==> src/rtl/plvs_pkg.sv <==
// shared widths, register map and word types for the prefetch-aware lru victim select
`default_nettype none

package plvs_pkg;

    localparam int TICK_W       = 62;
    localparam int RANK_W       = 64;
    localparam int IDX_W        = 3;
    localparam int WAYS_DEFAULT = 8;

    // configuration port: one 62-bit register at byte address 0, 8-byte stride
    localparam int APB_DATA_W   = 64;
    localparam int APB_ADDR_W   = 4;
    localparam int REG_SEL_LSB  = 3;

    localparam logic REG_PREFETCH_GAP = 1'b0;

    // smallest 64-bit signed rank, used when the adjusted rank underflows
    localparam logic signed [RANK_W-1:0] RANK_MIN = {1'b1, {(RANK_W-1){1'b0}}};

    typedef struct packed {
        logic signed [RANK_W-1:0] rank;
        logic [TICK_W-1:0]        tick;
        logic                     last;
    } rank_word_t;

    typedef struct packed {
        logic [IDX_W-1:0]  index;
        logic [TICK_W-1:0] tick;
    } victim_t;

endpackage

`default_nettype wire

==> src/rtl/plvs_rank.sv <==
// rank of one candidate: raw touch time or prefetch-adjusted value
`default_nettype none

module plvs_rank (
    input  wire logic [plvs_pkg::TICK_W-1:0]        now_tick,
    input  wire logic [plvs_pkg::TICK_W-1:0]        candidate_tick,
    input  wire logic                               was_prefetched,
    input  wire logic [plvs_pkg::TICK_W-1:0]        prefetch_gap,
    output logic signed [plvs_pkg::RANK_W-1:0]      rank
);
    import plvs_pkg::*;

    localparam int SUM_W = TICK_W + 1;
    localparam int ADJ_W = RANK_W + 1;

    logic [SUM_W-1:0]        touch_plus_gap;
    logic                    in_window;
    logic signed [ADJ_W-1:0] adj_rank;
    logic                    underflow;

    // 63-bit sum cannot wrap, so the window test is exact
    assign touch_plus_gap = {1'b0, candidate_tick} + {1'b0, prefetch_gap};
    assign in_window      = touch_plus_gap > {1'b0, now_tick};

    // 2*(now - gap) - tick in 65 bits, always representable
    assign adj_rank = $signed({2'b00, now_tick, 1'b0})
                    - $signed({2'b00, prefetch_gap, 1'b0})
                    - $signed({3'b000, candidate_tick});

    // below -2^63 when sign set but bit 63 clear
    assign underflow = adj_rank[ADJ_W-1] & ~adj_rank[ADJ_W-2];

    always_comb begin
        if (was_prefetched && in_window) begin
            rank = underflow ? RANK_MIN : adj_rank[RANK_W-1:0];
        end else begin
            rank = $signed({2'b00, candidate_tick});
        end
    end

endmodule

`default_nettype wire

==> src/rtl/plvs_select.sv <==
// running minimum over the candidates of one set, winner state and position count
`default_nettype none

module plvs_select #(
    parameter int WAYS = plvs_pkg::WAYS_DEFAULT
) (
    input  wire logic                    aclk,
    input  wire logic                    aresetn,
    input  wire logic                    fire,
    input  wire plvs_pkg::rank_word_t    item,
    output plvs_pkg::victim_t            winner
);
    import plvs_pkg::*;

    localparam int PW    = $clog2(WAYS);
    localparam int EXT_W = PW + IDX_W;
    localparam logic [PW-1:0] POS_MAX = PW'(WAYS - 1);

    logic signed [RANK_W-1:0] best_rank_reg, best_rank_next;
    logic [TICK_W-1:0]        best_tick_reg, best_tick_next;
    logic [PW-1:0]            best_pos_reg,  best_pos_next;
    logic [PW-1:0]            pos_count_reg, pos_count_next;

    logic          take;
    logic [PW-1:0] win_pos;
    logic [EXT_W-1:0] win_pos_ext;

    // first candidate always wins; ties go to the newer touch time
    assign take = (pos_count_reg == '0)
               || ($signed(item.rank) < best_rank_reg)
               || (($signed(item.rank) == best_rank_reg) && (item.tick > best_tick_reg));

    assign win_pos      = take ? pos_count_reg : best_pos_reg;
    assign win_pos_ext  = EXT_W'(win_pos);
    assign winner.index = win_pos_ext[IDX_W-1:0];
    assign winner.tick  = take ? item.tick : best_tick_reg;

    always_comb begin
        best_rank_next = best_rank_reg;
        best_tick_next = best_tick_reg;
        best_pos_next  = best_pos_reg;
        pos_count_next = pos_count_reg;
        if (fire) begin
            if (item.last) begin
                best_rank_next = '0;
                best_tick_next = '0;
                best_pos_next  = '0;
                pos_count_next = '0;
            end else begin
                if (take) begin
                    best_rank_next = item.rank;
                    best_tick_next = item.tick;
                    best_pos_next  = pos_count_reg;
                end
                if (pos_count_reg != POS_MAX) begin
                    pos_count_next = pos_count_reg + PW'(1);
                end
            end
        end
    end

    always_ff @(posedge aclk) begin
        if (!aresetn) begin
            best_rank_reg <= '0;
            best_tick_reg <= '0;
            best_pos_reg  <= '0;
            pos_count_reg <= '0;
        end else begin
            best_rank_reg <= best_rank_next;
            best_tick_reg <= best_tick_next;
            best_pos_reg  <= best_pos_next;
            pos_count_reg <= pos_count_next;
        end
    end

`ifndef ASSERT_OFF
    a_pos_in_range: assert property (@(posedge aclk) disable iff (!aresetn)
        (pos_count_reg <= POS_MAX) && (best_pos_reg <= POS_MAX))
        else $error("position count out of range");

    a_clear_after_last: assert property (@(posedge aclk) disable iff (!aresetn)
        (fire && item.last) |=> (pos_count_reg == '0) && (best_pos_reg == '0))
        else $error("set state not cleared after last candidate");

    a_first_takes_zero: assert property (@(posedge aclk) disable iff (!aresetn)
        (fire && (pos_count_reg == '0)) |=> (best_pos_reg == '0)
                                            && ($past(item.tick) == best_tick_reg
                                                || $past(item.last)))
        else $error("first candidate not taken as winner");
`endif

endmodule

`default_nettype wire

==> src/rtl/prefetch_aware_lru_victim_select_top.sv <==
// top level: config register, input register, rank stage, selection and result register
// pipe: input register, ranked-word register, then result register to m_valid (three-stage pipe)
// throughput: one word per cycle while the result register has room; a last word waits on m_ready
// results: one per set, on the word marked last; other words give nothing
// reset: aresetn synchronous active low, clears valids, winner state and prefetch_gap
// the config register reads back through prdata; pready is tied high
`default_nettype none

module prefetch_aware_lru_victim_select_top #(
    parameter int WAYS = plvs_pkg::WAYS_DEFAULT
) (
    input  wire logic                                aclk,
    input  wire logic                                aresetn,
    // configuration port
    input  wire logic                                psel,
    input  wire logic                                penable,
    input  wire logic                                pwrite,
    input  wire logic [plvs_pkg::APB_ADDR_W-1:0]     paddr,
    input  wire logic [plvs_pkg::APB_DATA_W-1:0]     pwdata,
    output logic [plvs_pkg::APB_DATA_W-1:0]          prdata,
    output logic                                     pready,
    // candidate words in
    input  wire logic                                s_valid,
    output logic                                     s_ready,
    input  wire logic [plvs_pkg::TICK_W-1:0]         s_now_tick,
    input  wire logic [plvs_pkg::TICK_W-1:0]         s_candidate_tick,
    input  wire logic                                s_was_prefetched,
    input  wire logic                                s_is_last,
    // victim words out
    output logic                                     m_valid,
    input  wire logic                                m_ready,
    output logic [plvs_pkg::IDX_W-1:0]               m_victim_index,
    output logic [plvs_pkg::TICK_W-1:0]              m_victim_tick
);
    import plvs_pkg::*;

    // config register
    logic [TICK_W-1:0] gap_reg, gap_next;
    logic              reg_sel;
    logic              cfg_write;

    // stage 1: input register
    logic              v1_reg, v1_next;
    logic [TICK_W-1:0] now1_reg, now1_next;
    logic [TICK_W-1:0] tick1_reg, tick1_next;
    logic              pf1_reg, pf1_next;
    logic              last1_reg, last1_next;

    // stage 2: ranked word
    logic              v2_reg, v2_next;
    rank_word_t        w2_reg, w2_next;
    logic signed [RANK_W-1:0] rank1;

    // result register
    logic              mv_reg, mv_next;
    victim_t           res_reg, res_next;
    victim_t           winner;

    // flow control
    logic out_free;
    logic s2_fire;
    logic s2_ready;
    logic s1_move;
    logic s_fire;

    // apb: write on access phase, register select taken from address bit 3
    assign pready    = 1'b1;
    assign reg_sel   = paddr[REG_SEL_LSB];
    assign cfg_write = psel && penable && pwrite && pready;

    always_comb begin
        gap_next = gap_reg;
        if (cfg_write && (reg_sel == REG_PREFETCH_GAP)) begin
            gap_next = pwdata[TICK_W-1:0];
        end
    end

    always_comb begin
        prdata = '0;
        if (reg_sel == REG_PREFETCH_GAP) begin
            prdata = APB_DATA_W'(gap_reg);
        end
    end

    // a non-last word needs no result slot, so it retires from stage 2 without waiting on m_ready
    assign out_free = !mv_reg || m_ready;
    assign s2_fire  = v2_reg && (!w2_reg.last || out_free);
    assign s2_ready = !v2_reg || s2_fire;
    assign s1_move  = v1_reg && s2_ready;
    assign s_ready  = !v1_reg || s1_move;
    assign s_fire   = s_valid && s_ready;

    // stage 1 capture
    always_comb begin
        v1_next    = v1_reg;
        now1_next  = now1_reg;
        tick1_next = tick1_reg;
        pf1_next   = pf1_reg;
        last1_next = last1_reg;
        if (s_fire) begin
            v1_next    = 1'b1;
            now1_next  = s_now_tick;
            tick1_next = s_candidate_tick;
            pf1_next   = s_was_prefetched;
            last1_next = s_is_last;
        end else if (s1_move) begin
            v1_next = 1'b0;
        end
    end

    plvs_rank u_rank (
        .now_tick       (now1_reg),
        .candidate_tick (tick1_reg),
        .was_prefetched (pf1_reg),
        .prefetch_gap   (gap_reg),
        .rank           (rank1)
    );

    // stage 2 capture
    always_comb begin
        v2_next = v2_reg;
        w2_next = w2_reg;
        if (s1_move) begin
            v2_next      = 1'b1;
            w2_next.rank = rank1;
            w2_next.tick = tick1_reg;
            w2_next.last = last1_reg;
        end else if (s2_fire) begin
            v2_next = 1'b0;
        end
    end

    plvs_select #(
        .WAYS (WAYS)
    ) u_select (
        .aclk    (aclk),
        .aresetn (aresetn),
        .fire    (s2_fire),
        .item    (w2_reg),
        .winner  (winner)
    );

    // result register loads the winner when the last word of a set retires
    always_comb begin
        mv_next  = mv_reg;
        res_next = res_reg;
        if (s2_fire && w2_reg.last) begin
            mv_next  = 1'b1;
            res_next = winner;
        end else if (m_ready) begin
            mv_next = 1'b0;
        end
    end

    assign m_valid        = mv_reg;
    assign m_victim_index = res_reg.index;
    assign m_victim_tick  = res_reg.tick;

    // control state
    always_ff @(posedge aclk) begin
        if (!aresetn) begin
            gap_reg <= '0;
            v1_reg  <= 1'b0;
            v2_reg  <= 1'b0;
            mv_reg  <= 1'b0;
        end else begin
            gap_reg <= gap_next;
            v1_reg  <= v1_next;
            v2_reg  <= v2_next;
            mv_reg  <= mv_next;
        end
    end

    // payload, no reset needed
    always_ff @(posedge aclk) begin
        now1_reg  <= now1_next;
        tick1_reg <= tick1_next;
        pf1_reg   <= pf1_next;
        last1_reg <= last1_next;
        w2_reg    <= w2_next;
        res_reg   <= res_next;
    end

`ifndef ASSERT_OFF
    a_stall_only_when_full: assert property (@(posedge aclk) disable iff (!aresetn)
        !s_ready |-> (v1_reg && v2_reg && w2_reg.last && mv_reg && !m_ready))
        else $error("input stalled with room in the pipe");

    a_last_gives_result: assert property (@(posedge aclk) disable iff (!aresetn)
        (s2_fire && w2_reg.last) |=> m_valid)
        else $error("last word retired without a result");

    a_result_only_from_last: assert property (@(posedge aclk) disable iff (!aresetn)
        ($rose(m_valid)) |-> $past(s2_fire && w2_reg.last))
        else $error("result raised without a last word");
`endif

endmodule

`default_nettype wire
==> config.mk <==
export PLATFORM = sky130hd
export DESIGN_NAME = prefetch_aware_lru_victim_select_top
export DESIGN_NICKNAME = d
export VERILOG_FILES = /design/src/rtl/plvs_pkg.sv /design/src/rtl/plvs_rank.sv /design/src/rtl/plvs_select.sv /design/src/rtl/prefetch_aware_lru_victim_select_top.sv
export SDC_FILE = /design/constraint.sdc
export NUM_CORES = 1
export LEC_CHECK = 0
export ABC_CLOCK_PERIOD_IN_PS = 8400
export BUFFER_PORTS_ARGS = -buffer_cell sky130_fd_sc_hd__buf_2
export CORE_MARGIN = 4
export CORE_UTILIZATION = 35
export CTS_CLUSTER_SIZE = 10
export DETAILED_ROUTE_END_ITERATION = 6
export GPL_TIMING_DRIVEN = 0
export PLACE_DENSITY = 0.59
export SETUP_SLACK_MARGIN = 0.5
export SYNTH_ARGS = -nofsm -noshare
export SYNTH_HDL_FRONTEND = slang
export SYNTH_SLANG_ARGS = --single-unit
==> constraint.sdc <==
create_clock -name aclk -period 8.4 [get_ports aclk]
set_input_delay 0 -clock aclk [delete_from_list [all_inputs] [get_ports aclk]]
set_output_delay 0 -clock aclk [all_outputs]
set_load 0.02 [all_outputs]
==> results of run 1 <==
worst max path at each step:
stage | to | slack [ns] | cells after the start
final | w2_reg[90]$_DFFE_PP_ | 0.97 | 25
after global routing | w2_reg[78]$_DFFE_PP_ | 0.54 | 27
after CTS | w2_reg[78]$_DFFE_PP_ | 0.60 | 26
after detailed placement | w2_reg[126]$_SDFFCE_PP0P_ | -0.63 | 23
after global placement | w2_reg[48]$_DFFE_PP_ | -0.92 | 3
after floorplan | w2_reg[0]$_DFFE_PP_ | 1.53 | 3
metal layers:
layer  vias up  wire [µm]  share of wire
li1      13700          -              -
met1     12900      50500           0.48
met2       673      47400           0.45
met3       127       4900          0.046
met4         0       2840          0.027
met5         -          0              0
worst reg2reg max path: stages (launching register included):
cell,delay [ns]
edfxtp_1,0.61
ha_1,0.39
clkbuf_1,0.33
nand3_1,0.19
o21ai_1,0.21
a31oi_1,0.12
o21a_1,0.23
a2111oi_2,0.59
o21ai_0,0.27
a21oi_1,0.48
a31oi_1,0.22
o21ai_0,0.23
xor2_1,0.10
ha_1,0.31
and3_1,0.18
nand4_1,0.17
or3_1,0.53
nor3_4,0.37
nand3_1,0.35
o21ai_0,0.19
a31oi_1,0.10
o31ai_4,0.26
buf_12,0.17
buf_4,0.16
clkbuf_1,0.33
a22o_1,0.24
final cells by class:
type | instances | area [µm²] | area share
plain buffers | 122 | 502 | 0.0124
inverters | 372 | 1400 | 0.0345
clock inverters | 12 | 150 | 0.00371
clock buffers | 97 | 1690 | 0.0418
flip-flops and latches | 515 | 13500 | 0.333
repair buffers | 525 | 3730 | 0.0920
multi-input cells | 2450 | 18000 | 0.444
well taps | 1254 | 1570 | 0.0388
what timing repair did:
action / CTS / global route
gates cloned: 0 / 0
buffers inserted: 3 / 1
pin swaps: 1 / 1
endpoints found under the setup margin: 64 / 60
endpoints found under the hold margin: 219 / 0
gates resized for setup: 5 / 1
hold buffers: 191 / 0
power breakdown:
| group | internal [mW] | switching (mW) | leakage [nW] |
|---|---|---|---|
| clock network | 1.40 | 1.09 | 0.871 |
| registers | 2.85 | 0.158 | 4.62 |
| logic | 0.869 | 1.16 | 11.5 |
cell families after synthesis:
kind of cell	Yosys count
adders and majority gates	379
xor gates and xnor gates	167
DFF	515
and+or+nand+nor	809
buffers and inverters	494
muxes	68
other	2
AOI/OAI and AO/OA	1024
layout by cell type, fill, tap and decap left out, types with 26 or more instances in the layout:
| cell type | count |
|---|---|
| a21boi_0 | 69 |
| a21o_1 | 141 |
| a21oi_1 | 243 |
| a22o_1 | 188 |
| a31oi_1 | 27 |
| buf_2 | 342 |
| clkbuf_1 | 131 |
| clkbuf_16 | 61 |
| dfxtp_1 | 197 |
| dlygate4sd3_1 | 191 |
| edfxtp_1 | 318 |
| ha_1 | 376 |
| inv_1 | 372 |
| mux2_1 | 50 |
| nand2_1 | 284 |
| nand2b_1 | 38 |
| nand3_1 | 61 |
| nand4_1 | 74 |
| nor2_1 | 194 |
| nor2b_1 | 44 |
| nor3_1 | 26 |
| o21a_1 | 35 |
| o21ai_0 | 102 |
| o21ai_1 | 35 |
| o21bai_1 | 44 |
| xnor2_1 | 102 |
| xor2_1 | 65 |
per-stage QoR:
step                hold slack (ns)  std cells  instance area [µm²]  total power, mW
floorplan                    0.0989       3459                33300             4.41
global placement              0.177       5036                36500             4.98
detailed placement            0.178       5043                36700             4.98
CTS                        0.000271       5346                40500             7.57
global route                 0.0266       5347                40500             7.94
finish                       0.0294       5347                40500             7.53
==> results.cfg, run 1 <==
[floorplanning]
core-area_um2 = 93900
die_w_um = 317
die_area_um2 = 100000
num_rows = 112
die_h_um = 317
start_util = 0.355
num_io_pins = 333

[critical_path]
rr_startpoint = tick1_reg[20]$_DFFE_PP_
cp-end-kind = flop
crit_buf_inv = 4
cpPeakStageDelay_ns = 0.61
arrival_ns = 7.95
crit_type = reg -> reg
worst_setup_path_start_kind = flop
rr_endpoint = w2_reg[90]$_DFFE_PP_
cp-startpoint = tick1_reg[20]$_DFFE_PP_
cp_slowest_cell = edfxtp_1
r2r_slack_ns = 0.97
path_delay_family = compound AO/OA/AOI/OAI gates
cp.required_ns = 8.92
crit_fanout = 10
r2r_cells = 25

[logic_synthesis]
synth-seq-cells = 515
synth_area_leaders = edfxtp_1, ha_1, dfxtp_1, a22o_1, inv_1
yosysMostFrequentCell = ha_1
synthMuxAreaShare = 0.0229
ys_seq_area_frac = 0.405
synth_top_area_frac = 0.287
synth_area_leader_cell = edfxtp_1
synth-compound-area-share = 0.213
async_flop_share = 0
synth_fa_ha_area_frac = 0.143
synthXorXnorAreaFrac = 0.0439
synthDistinctLibCells = 82
syn_avg_cell_area_um2 = 9.63
synth_top_family_by_area = compound AO/OA/AOI/OAI gates
netlist_area_um2 = 33300
yosys.area_share.simple = 0.114
synth_edf_count = 318
syn_inst = 3458
yosys_warnings = 0
synth_commonest_cells = ha_1, inv_1, edfxtp_1, nand2_1, a21oi_1
yosys_most_used_dff = edfxtp_1

[layout]
final_util = 0.431
antennaDiodeCount = 0
fin_nets = 4627
largest_reg_flops = 127
syn_to_final_growth_pct = 21.5
fillers = 9206
layout-drive-gt1-share = 0.116

[route]
drcViolationCount = 0
routed_wl_mm = 106
avgViaCountPerCell = 5.13
drtAntennaViolNets = 0
via_count = 27400
wire_per_inst_um = 19.8
drt_iter0_markers = 1693
dr.pass1.iters = 5

[timing]
fmax_mhz = 135
finClkSkew_ns = 0.0285
tightest_slew_ns = 1.25
tns_ns = 0
rsz0062_at_grt = false
slew_violations = 0
fin_ws_ns = 0.966
period_needed_ns = 7.43
min_period_over_period = 0.885
finalSetupViolations = 0
max_slew_margin = 0.168
hold_viol_final = 0

[global_routing]
antenna_found_initial = 4
gr-usage-met1 = 0.293
met3_usage = 0.0225
busiest_layer = met2
grt_pass1_wl_mm = 159
use_met2 = 0.335
grt_pass1_vias = 26800
grt_usage = 0.206
globalRoute.totalOverflow = 0
grt_max_degree = 65

[clock_network]
cts_tree = done
path_clk_slew_ns = 0.06
clk_latency_ns = 0.67
cts_buffer_depth = 3
cts_htree_levels = 2
root_buffer = clkbuf_16
cts-buffers-inserted = 61
clock_sinks = 515

[place]
io_buffers = 323
gp_congestion = 0.944
dp_hpwl_mm = 83.2
post-place-ws_ns = -0.629

[job]
maxCapViolCount = 0

[power]
leakagePower_nw = 17.0
p_per_area_nw_per_um2 = 186
peakVddDrop_uv = 157

[worst_hold_path]
worstHoldStart = aresetn
min_to = gap_reg[25]$_SDFFE_PN0P_
hold_depth = 3
hold_path.class = in -> reg

[outcome]
status = finished, final reports clean
(Power assumes the default switching activity.)
==> run 2: changes to the inputs <==
--- a/config.mk
+++ b/config.mk
@@ -13,6 +13,7 @@
 export DETAILED_ROUTE_END_ITERATION = 6
 export GPL_TIMING_DRIVEN = 0
 export PLACE_DENSITY = 0.59
+export RECOVER_POWER = 25
 export SETUP_SLACK_MARGIN = 0.5
 export SYNTH_ARGS = -nofsm -noshare
 export SYNTH_HDL_FRONTEND = slang
==> results.cfg, run 2 (same netlist as run 1, synthesis figures left out) <==
[outcome]
status = finished, final reports clean

[timing]
rsz0062_at_grt = false
max_slew_margin = 0.168
finalSetupViolations = 0
fmax_mhz = 133
tightest_slew_ns = 1.25
min_period_over_period = 0.892
finClkSkew_ns = 0.0279
hold_viol_final = 0
period_needed_ns = 7.49
tns_ns = 0
slew_violations = 0

[clock_network]
cts_buffer_depth = 3
path_clk_slew_ns = 0.05
clock_sinks = 515
root_buffer = clkbuf_16
clk_latency_ns = 0.67
cts-buffers-inserted = 61
cts_tree = done
cts_htree_levels = 2

[place]
io_buffers = 323
dp_hpwl_mm = 83.2
gp_congestion = 0.944

[route]
drcViolationCount = 0
via_count = 27500
dr.pass1.iters = 5
wire_per_inst_um = 19.8
drt_iter0_markers = 1724
avgViaCountPerCell = 5.13
routed_wl_mm = 106
drtAntennaViolNets = 0

[floorplanning]
die_h_um = 317
num_io_pins = 333
num_rows = 112
start_util = 0.355
die_area_um2 = 100000
core-area_um2 = 93900
die_w_um = 317

[power]
clkPwrFrac = 0.331
p_int_mw = 5.12
swShare = 0.320
leakagePower_nw = 16.8
p_sw_mw = 2.40
p_per_area_nw_per_um2 = 186
peakVddDrop_uv = 156
combPwrFrac = 0.270
p_seq_frac = 0.399

[worst_hold_path]
worstHoldStart = s_candidate_tick[11]
hold_depth = 2
hold_path.class = in -> reg
min_to = tick1_reg[11]$_DFFE_PP_

[layout]
layout-drive-gt1-share = 0.0987
final_cell_mix = ha_1, inv_1, edfxtp_1
final_common_cell = ha_1
largest_reg_flops = 127
fin_nets = 4627
final_util = 0.430
antennaDiodeCount = 0
fillers = 9219
syn_to_final_growth_pct = 21.3

[global_routing]
antenna_found_initial = 4
grt_pass1_vias = 26800
grt_pass1_wl_mm = 159
grt_max_degree = 65
grt_usage = 0.206
globalRoute.totalOverflow = 0

[critical_path]
cpPeakStageDelay_ns = 0.63
cp.required_ns = 8.92
cp-end-kind = flop
worst_setup_path_start_kind = flop
path_delay_family = compound AO/OA/AOI/OAI gates
r2r_cells = 25
crit_buf_inv = 4
cp_slowest_cell = edfxtp_1
arrival_ns = 8.01
r2r_slack_ns = 0.91
rr_endpoint = w2_reg[90]$_DFFE_PP_
rr_startpoint = tick1_reg[20]$_DFFE_PP_
crit_fanout = 10
crit_type = reg -> reg

[job]
maxCapViolCount = 0
-- run 2: per-stage QoR --
stage                     total power, mW  hold WS (ns)  area, µm²  setup slack [ns]  cells
after floorplan                      4.41        0.0989      33300              1.53   3459
final                                7.52        0.0457      40400             0.908   5347
after global placement               4.98         0.177      36500            -0.917   5036
after detailed placement             4.98         0.178      36700            -0.629   5043
after CTS                            7.57      0.000271      40500             0.599   5346
after global routing                 7.93        0.0266      40400             0.537   5347
-- run 2: area by class of cell --
class / count / area [µm²] / share of cell area
plain buffers: 122 / 502 / 0.0124
clock buffers: 97 / 1690 / 0.0419
clock inverters: 12 / 150 / 0.00372
inverters: 372 / 1400 / 0.0346
multi-input cells: 2450 / 18000 / 0.445
flip-flops and latches: 515 / 13500 / 0.334
well taps: 1254 / 1570 / 0.0388
repair buffers: 525 / 3640 / 0.0900
-- run 2: power groups by stage --
stage / clock [mW] / sequential, mW / combinational [mW]
2_1_floorplan: 0 / 2.97 / 1.44
3_3_place_gp: 0 / 3.07 / 1.91
3_5_place_dp: 0 / 3.05 / 1.93
4_1_cts: 2.56 / 3.00 / 2.02
5_1_grt: 2.66 / 3.01 / 2.27
6_report: 2.49 / 3.00 / 2.03
-- run 2: worst max-delay path by stage --
stage                                endpoint               startpoint  slack (ns)  cells after the start
detailed placement  w2_reg[126]$_SDFFCE_PP0P_  tick1_reg[23]$_DFFE_PP_       -0.63                     23
global placement         w2_reg[48]$_DFFE_PP_      w2_reg[0]$_DFFE_PP_       -0.92                      3
CTS                      w2_reg[78]$_DFFE_PP_   tick1_reg[0]$_DFFE_PP_        0.60                     26
finish                   w2_reg[90]$_DFFE_PP_  tick1_reg[20]$_DFFE_PP_        0.91                     25
global route             w2_reg[78]$_DFFE_PP_   tick1_reg[0]$_DFFE_PP_        0.54                     27
floorplan                 w2_reg[0]$_DFFE_PP_      w2_reg[0]$_DFFE_PP_        1.53                      3
-- run 2: what timing repair did --
| action | in CTS | in global routing |
|---|---|---|
| resized for setup | 5 | 1 |
| endpoints found under the setup margin | 64 | 60 |
| pin swaps | 1 | 1 |
| hold endpoints to repair | 219 | 0 |
| hold buffers | 191 | 0 |
| buffers inserted | 3 | 1 |
-- run 2: worst reg2reg max path, stage by stage (launching register included) --
cell	delay, ns
edfxtp_1	0.63
ha_1	0.39
clkbuf_1	0.33
nand3_1	0.20
o21ai_1	0.21
a31oi_1	0.12
o21a_1	0.23
a2111oi_2	0.59
o21ai_0	0.27
a21oi_1	0.49
a31oi_1	0.24
o21ai_0	0.23
xor2_1	0.10
ha_1	0.31
and3_1	0.18
nand4_1	0.17
or3_1	0.52
nor3_4	0.36
nand3_1	0.35
o21ai_0	0.19
a31oi_1	0.10
o31ai_4	0.26
buf_12	0.17
buf_4	0.16
clkbuf_1	0.33
a22o_1	0.23
-- run 2: layer usage --
layer	GRT usage	share of wire	up-vias
met1	0.293	0.48	12900
li1	-	-	13800
met5	0	0	-
met3	0.0225	0.047	118
met4	0.0531	0.027	0
met2	0.335	0.45	644
